**src/sv/clrr_pkg.sv**
```systemverilog
package clrr_pkg;

    localparam int MAX_CENTROIDS = 16;
    localparam int ID_W          = $clog2(MAX_CENTROIDS);
    localparam int CNT_W         = $clog2(MAX_CENTROIDS + 1);
    localparam int KEY_W         = 32;
    localparam int CFG_W         = 5;
    localparam int LABEL_W       = 4;
    localparam int RES_W         = 4;
    localparam int DATA_W        = 32;
    localparam int ADDR_W        = 3;

    localparam logic [CFG_W-1:0] NUM_CENTROIDS_RESET = CFG_W'(4);

    typedef enum logic [1:0] {
        OP_LOAD  = 2'd0,
        OP_EMIT  = 2'd1,
        OP_MAP   = 2'd2,
        OP_CLEAR = 2'd3
    } opcode_t;

    typedef enum logic [1:0] {
        STAT_OK        = 2'd0,
        STAT_BAD_LABEL = 2'd1,
        STAT_FULL      = 2'd2
    } status_t;

    localparam logic REG_NUM_CENTROIDS = 1'b0;

    typedef struct packed {
        logic signed [KEY_W-1:0] key;
        logic [ID_W-1:0]         id;
    } entry_t;

    typedef struct packed {
        logic            ins_en;
        logic            live;
        logic [ID_W-1:0] label;
    } cell_ctrl_t;

endpackage

```
**src/sv/clrr_cell.sv**
```systemverilog
module clrr_cell (
    input  logic                aclk,
    input  clrr_pkg::cell_ctrl_t ctrl,
    input  clrr_pkg::entry_t    new_entry,
    input  clrr_pkg::entry_t    prev_entry,
    input  logic                prev_gt,
    output clrr_pkg::entry_t    entry,
    output logic                gt,
    output logic                match
);
    import clrr_pkg::*;

    entry_t entry_reg;

    // An empty slot counts as greater than any key, so the new key
    // lands at the first slot holding a strictly greater key.
    assign gt    = !ctrl.live || (entry_reg.key > new_entry.key);
    assign match = ctrl.live && (entry_reg.id == ctrl.label);
    assign entry = entry_reg;

    always_ff @(posedge aclk) begin
        if (ctrl.ins_en && gt) begin
            if (prev_gt) begin
                entry_reg <= prev_entry;
            end else begin
                entry_reg <= new_entry;
            end
        end
    end

endmodule

```
**src/sv/cluster_label_rank_remap_core.sv**
```systemverilog
// Channel  Ports                                               Direction
// s_       s_valid s_ready s_opcode s_centroid_key s_point_label  word in
// m_       m_valid m_ready m_result_value m_status m_last_flag    word out
// apb      psel penable pwrite paddr pwdata prdata pready         config
//
// Load, map and clear leave the block idle; a load inserts its key into the
// row of cells when it is accepted and a map finds the rank by matching all cells.
// Emit then holds off the input while it reads each loaded centroid from
// the cells by index, and also while m_ready is low.
// Reset is synchronous; it empties the set and sets num_centroids to 4.
// A word waiting in the output register holds off the input until it is taken.
module cluster_label_rank_remap_core (
    input  logic                              aclk,
    input  logic                              aresetn,
    input  logic                              s_valid,
    output logic                              s_ready,
    input  logic [1:0]                        s_opcode,
    input  logic signed [clrr_pkg::KEY_W-1:0] s_centroid_key,
    input  logic [clrr_pkg::LABEL_W-1:0]      s_point_label,
    output logic                              m_valid,
    input  logic                              m_ready,
    output logic [clrr_pkg::RES_W-1:0]        m_result_value,
    output logic [1:0]                        m_status,
    output logic                              m_last_flag,
    input  logic                              psel,
    input  logic                              penable,
    input  logic                              pwrite,
    input  logic [clrr_pkg::ADDR_W-1:0]       paddr,
    input  logic [clrr_pkg::DATA_W-1:0]       pwdata,
    output logic [clrr_pkg::DATA_W-1:0]       prdata,
    output logic                              pready
);
    import clrr_pkg::*;

    typedef enum logic [1:0] {
        ST_IDLE = 2'b01,
        ST_EMIT = 2'b10
    } state_t;

    state_t            state_reg, state_next;
    logic [CNT_W-1:0]  count_reg, count_next;
    logic [ID_W-1:0]   idx_reg, idx_next;
    logic [CFG_W-1:0]  num_reg;
    logic              m_valid_reg, m_valid_next;
    logic [RES_W-1:0]  value_reg, value_next;
    status_t           status_reg, status_next;
    logic              last_reg, last_next;

    logic              accept, out_free, full, ins_en, label_ok, emit_last;
    logic [CNT_W-1:0]  active;
    logic [ID_W-1:0]   rank;
    entry_t            new_entry;
    entry_t            cell_q [MAX_CENTROIDS];
    logic              cell_gt [MAX_CENTROIDS];
    logic              cell_match [MAX_CENTROIDS];

    assign pready = 1'b1;
    assign prdata = (paddr[2] == REG_NUM_CENTROIDS) ? DATA_W'(num_reg) : '0;

    always_ff @(posedge aclk) begin
        if (!aresetn) begin
            num_reg <= NUM_CENTROIDS_RESET;
        end else if (psel && penable && pwrite && paddr[2] == REG_NUM_CENTROIDS) begin
            num_reg <= pwdata[CFG_W-1:0];
        end
    end

    always_comb begin
        if (num_reg == '0) begin
            active = CNT_W'(1);
        end else if (int'(num_reg) > MAX_CENTROIDS) begin
            active = CNT_W'(MAX_CENTROIDS);
        end else begin
            active = CNT_W'(num_reg);
        end
    end

    assign out_free  = !m_valid_reg || m_ready;
    assign s_ready   = (state_reg == ST_IDLE) && out_free;
    assign accept    = s_valid && s_ready;
    assign full      = count_reg >= active;
    assign ins_en    = accept && (opcode_t'(s_opcode) == OP_LOAD) && !full;
    assign label_ok  = int'(s_point_label) < int'(count_reg);
    assign emit_last = (CNT_W'(idx_reg) + CNT_W'(1)) == count_reg;

    assign new_entry = {s_centroid_key, count_reg[ID_W-1:0]};

    for (genvar i = 0; i < MAX_CENTROIDS; i++) begin : g_cell
        cell_ctrl_t ctrl;
        assign ctrl = {ins_en, (CNT_W'(i) < count_reg), ID_W'(s_point_label)};
        if (i == 0) begin : g_head
            clrr_cell u_cell (
                .aclk       (aclk),
                .ctrl       (ctrl),
                .new_entry  (new_entry),
                .prev_entry (new_entry),
                .prev_gt    (1'b0),
                .entry      (cell_q[i]),
                .gt         (cell_gt[i]),
                .match      (cell_match[i])
            );
        end else begin : g_body
            clrr_cell u_cell (
                .aclk       (aclk),
                .ctrl       (ctrl),
                .new_entry  (new_entry),
                .prev_entry (cell_q[i-1]),
                .prev_gt    (cell_gt[i-1]),
                .entry      (cell_q[i]),
                .gt         (cell_gt[i]),
                .match      (cell_match[i])
            );
        end
    end

    always_comb begin
        rank = '0;
        for (int i = 0; i < MAX_CENTROIDS; i++) begin
            if (cell_match[i]) begin
                rank = rank | ID_W'(i);
            end
        end
    end

    always_comb begin
        state_next   = state_reg;
        count_next   = count_reg;
        idx_next     = idx_reg;
        m_valid_next = m_valid_reg && !m_ready;
        value_next   = value_reg;
        status_next  = status_reg;
        last_next    = last_reg;
        unique case (state_reg)
            ST_IDLE: begin
                if (accept) begin
                    unique case (opcode_t'(s_opcode))
                        OP_LOAD: begin
                            m_valid_next = 1'b1;
                            value_next   = '0;
                            last_next    = 1'b1;
                            status_next  = full ? STAT_FULL : STAT_OK;
                            if (!full) begin
                                count_next = count_reg + CNT_W'(1);
                            end
                        end
                        OP_EMIT: begin
                            if (count_reg != '0) begin
                                state_next = ST_EMIT;
                                idx_next   = '0;
                            end
                        end
                        OP_MAP: begin
                            m_valid_next = 1'b1;
                            last_next    = 1'b1;
                            status_next  = label_ok ? STAT_OK : STAT_BAD_LABEL;
                            value_next   = label_ok ? RES_W'(rank) : '0;
                        end
                        OP_CLEAR: begin
                            count_next = '0;
                        end
                        default: begin
                        end
                    endcase
                end
            end
            ST_EMIT: begin
                if (out_free) begin
                    m_valid_next = 1'b1;
                    value_next   = RES_W'(cell_q[idx_reg].id);
                    status_next  = STAT_OK;
                    last_next    = emit_last;
                    idx_next     = idx_reg + ID_W'(1);
                    if (emit_last) begin
                        state_next = ST_IDLE;
                    end
                end
            end
            default: begin
                state_next = ST_IDLE;
            end
        endcase
    end

    always_ff @(posedge aclk) begin
        if (!aresetn) begin
            state_reg   <= ST_IDLE;
            count_reg   <= '0;
            idx_reg     <= '0;
            m_valid_reg <= 1'b0;
        end else begin
            state_reg   <= state_next;
            count_reg   <= count_next;
            idx_reg     <= idx_next;
            m_valid_reg <= m_valid_next;
        end
    end

    always_ff @(posedge aclk) begin
        value_reg  <= value_next;
        status_reg <= status_next;
        last_reg   <= last_next;
    end

    assign m_valid        = m_valid_reg;
    assign m_result_value = value_reg;
    assign m_status       = status_reg;
    assign m_last_flag    = last_reg;

    a_count_bound: assert property (@(posedge aclk) disable iff (!aresetn)
        int'(count_reg) <= MAX_CENTROIDS)
        else $error("Loaded key count exceeds capacity.");

    a_emit_idx: assert property (@(posedge aclk) disable iff (!aresetn)
        (state_reg == ST_EMIT) |-> (CNT_W'(idx_reg) < count_reg))
        else $error("Emit index ran past the loaded keys.");

    a_emit_blocks: assert property (@(posedge aclk) disable iff (!aresetn)
        (state_reg == ST_EMIT) |-> !s_ready)
        else $error("Input taken during an emit run.");

    a_load_grows: assert property (@(posedge aclk) disable iff (!aresetn)
        ins_en |=> (count_reg == $past(count_reg) + CNT_W'(1)))
        else $error("Accepted load did not advance the key count.");

    a_full_status: assert property (@(posedge aclk) disable iff (!aresetn)
        (accept && opcode_t'(s_opcode) == OP_LOAD && full) |=>
        (m_valid_reg && status_reg == STAT_FULL && count_reg == $past(count_reg)))
        else $error("Load into a full set was not refused.");

endmodule

```
**config.mk**
```make
export PLATFORM = sky130hd
export DESIGN_NAME = cluster_label_rank_remap_core
export DESIGN_NICKNAME = d
export VERILOG_FILES = /design/src/sv/clrr_pkg.sv /design/src/sv/clrr_cell.sv /design/src/sv/cluster_label_rank_remap_core.sv
export SDC_FILE = /design/constraint.sdc
export NUM_CORES = 2
export LEC_CHECK = 0
export BUFFER_PORTS_ARGS = -buffer_cell sky130_fd_sc_hd__clkbuf_2
export CORE_MARGIN = 1
export CORE_UTILIZATION = 35
export CTS_CLUSTER_DIAMETER = 30
export CTS_CLUSTER_SIZE = 24
export DETAILED_ROUTE_END_ITERATION = 7
export MAX_ROUTING_LAYER = met4
export PLACE_DENSITY = 0.48
export SLEW_MARGIN = 20
export SYNTH_ARGS = -nofsm -noshare
export SYNTH_HDL_FRONTEND = slang
export SYNTH_HIERARCHICAL = 1
export SYNTH_SLANG_ARGS = --single-unit
```
**constraint.sdc**
```tcl
create_clock -name aclk -period 6.02 [get_ports aclk]
set_input_delay 0.602 -clock aclk [delete_from_list [all_inputs] [get_ports aclk]]
set_output_delay 0.602 -clock aclk [all_outputs]
set_load 0.05 [all_outputs]
```
==> results.toml <==
[placed_design]
globalplace.congestion = 0.861
io_buffers = 64
hpwlAfterDp_um = 79200
place_area_um2 = 42400

[setup_path]
cp_cell_sequence = "buf_4 -> a21oi_1 -> o21ai_0 -> nand2_1 -> a211oi_1 -> o21ai_0 -> o21bai_1 -> nor3_1 -> nor2_4 -> buf_4 -> nand2_1 -> o21ai_0"
rr_startpoint = "count_reg[1]$_SDFFE_PN0P_"
worstSetupPathType = "reg2reg"
rr_worst_depth = 12
rrSetupSlack_ns = 2.04
endpoint_kind = "flip-flop"
r2r_end = "g_cell[11].g_body.u_cell/entry[20]$_DFFE_PP_"
slowest_delay_ns = 0.76
path_common_cell = "o21ai_0"
critPathLaunchType = "flip-flop"
arrival_ns = 4.44
crit_required_ns = 6.48
cp_max_fo = 34
cp-startpoint = "count_reg[1]$_SDFFE_PN0P_"
cp_slowest_cell = "o21ai_0"
crit_path_end = "g_cell[11].g_body.u_cell/entry[20]$_DFFE_PP_"

[finish]
multiInputGateArea_um2 = 19900
fillers = 11100
register_area_um2 = 17800
fin_util_pct = 42.4
largest_register_ffs = 540
area_growth_pct = 19.4
drive_gt1_share_pct = 14.1
final_nets = 4800
stdcell_area_um2 = 47900
final_common_cell = "nand2_1"
layout_common_cells = "nand2_1, edfxtp_1, o21ai_0, inv_1, ha_1"

[cts]
clk-insertion-delay-late_ns = 0.75
clkSinkCount = 600
cts-htree-levels = 4
tritoncts = "built"
cts-root-buf = "clkbuf_16"
cts_resized = 0
cts.reportedPaths.clkPinSlew_ns = 0.04
clockBufferDepth = 3
cts_hold_buf = 0
post-cts-setup-buffer-count = 0
cts_buffers = 170

[timing]
finalSetupViolCount = 0
whs_ns = 0.0801
rsz0062_at_grt = "false"
period_needed_ns = 3.98
worst_pin_slew_ns = 0.984
finalCritPeriodShare_pct = 66.2
setup_tns_ns = 0
hold_violations = 0
max_freq_ghz = 0.251
max_slew_margin_pct = 34.3
fin_worst_skew_ns = 0.0264
slew_violations = 0

[grt]
gr-total-overflow = 0
grt_pass1_wl_um = 164000
grt_max_degree = 39
track_usage_pct = 18.5
grt_pass1_vias = 29700
antenna_found_initial = 1

[detailed_routing]
wl_per_cell_um = 17.8
ant_nets = 0
drc = 0
vias = 29000
drt_pass1_iterations = 7
drt_wl_total_um = 104000
drt_iter0_markers = 1615
avgViaCountPerCell = 4.97

[floorplan]
io_pins = 122
core_um2 = 113000
initial_core_util_pct = 35.5
dieArea_um2 = 116000
rows = 123
dieHeight_um = 341
die_w_um = 341

[logic_synthesis]
yosysWarnings = 6
synthesis.area_um2 = 40200
synthCells = 4026
avgSynthCellArea_um2 = 9.97

[pwr]
power.density_nw_per_um2 = 329
vdd_drop_max_v = 0.000234
leakage_uw = 0.0212

[hold_path]
hp-class = "in2reg"
hp-start = "pwdata[2]"

[flow_run]
drv_cap = 0

[outcome]
outcome = "complete, no violations"
## worst min path at each step
stage	to	slack [ns]	cells past startpoint
floorplan	state_reg[0]$_SDFFE_PN1P_	0.46	2
global placement	state_reg[0]$_SDFFE_PN1P_	0.49	2
finish	num_reg[2]$_SDFFE_PN1P_	0.08	3
global route	num_reg[2]$_SDFFE_PN1P_	0.08	3
detailed placement	state_reg[0]$_SDFFE_PN1P_	0.50	2
CTS	num_reg[2]$_SDFFE_PN1P_	0.03	3
## report_power, final
| part | internal, µW | switching [µW] | total (µW) |
|---|---|---|---|
| combinational | 672 | 1240 | 1910 |
| clock | 5950 | 2680 | 8640 |
| sequential | 5040 | 197 | 5230 |
| total | 11700 | 4120 | 15800 |
## critical path, delay by kind of cell, from the launching register on
family / cells / cell delay (ns)
AO/OA/AOI/OAI: 6 / 1.51
buffers and inverters: 2 / 0.64
AND/OR/NAND/NOR: 4 / 0.89
flip-flops: 1 / 0.64
## metal layers
| layer | vias up | global-route usage [%] | part of all wire, % |
|---|---|---|---|
| met1 | 13400 | 22.7 | 46 |
| met4 | 0 | 7.81 | 3.5 |
| li1 | 14900 | - | - |
| met3 | 198 | 3.36 | 4.5 |
| met5 | - | - | 0 |
| met2 | 566 | 29.8 | 46 |
## metrics by stage
stage	instances	power (µW)	setup WS, ns
3_3_place_gp	5523	7200	1.58
6_report	5838	15800	2.04
4_1_cts	5837	16000	1.91
3_5_place_dp	5523	7220	1.58
5_1_grt	5838	16500	1.79
2_1_floorplan	4056	6620	0.697
## cell type report
| type | instances | share of cell area [%] |
|---|---|---|
| tap | 1500 | 3.92 |
| multi-input combinational | 2759 | 41.4 |
| clock inverter | 115 | 2.36 |
| sequential | 600 | 37.2 |
| clock buffer | 199 | 9.23 |
| inverter | 543 | 4.25 |
| timing repair buffer | 121 | 1.56 |
| antenna | 1 | 0.00522 |
(Power assumes the default switching activity.)
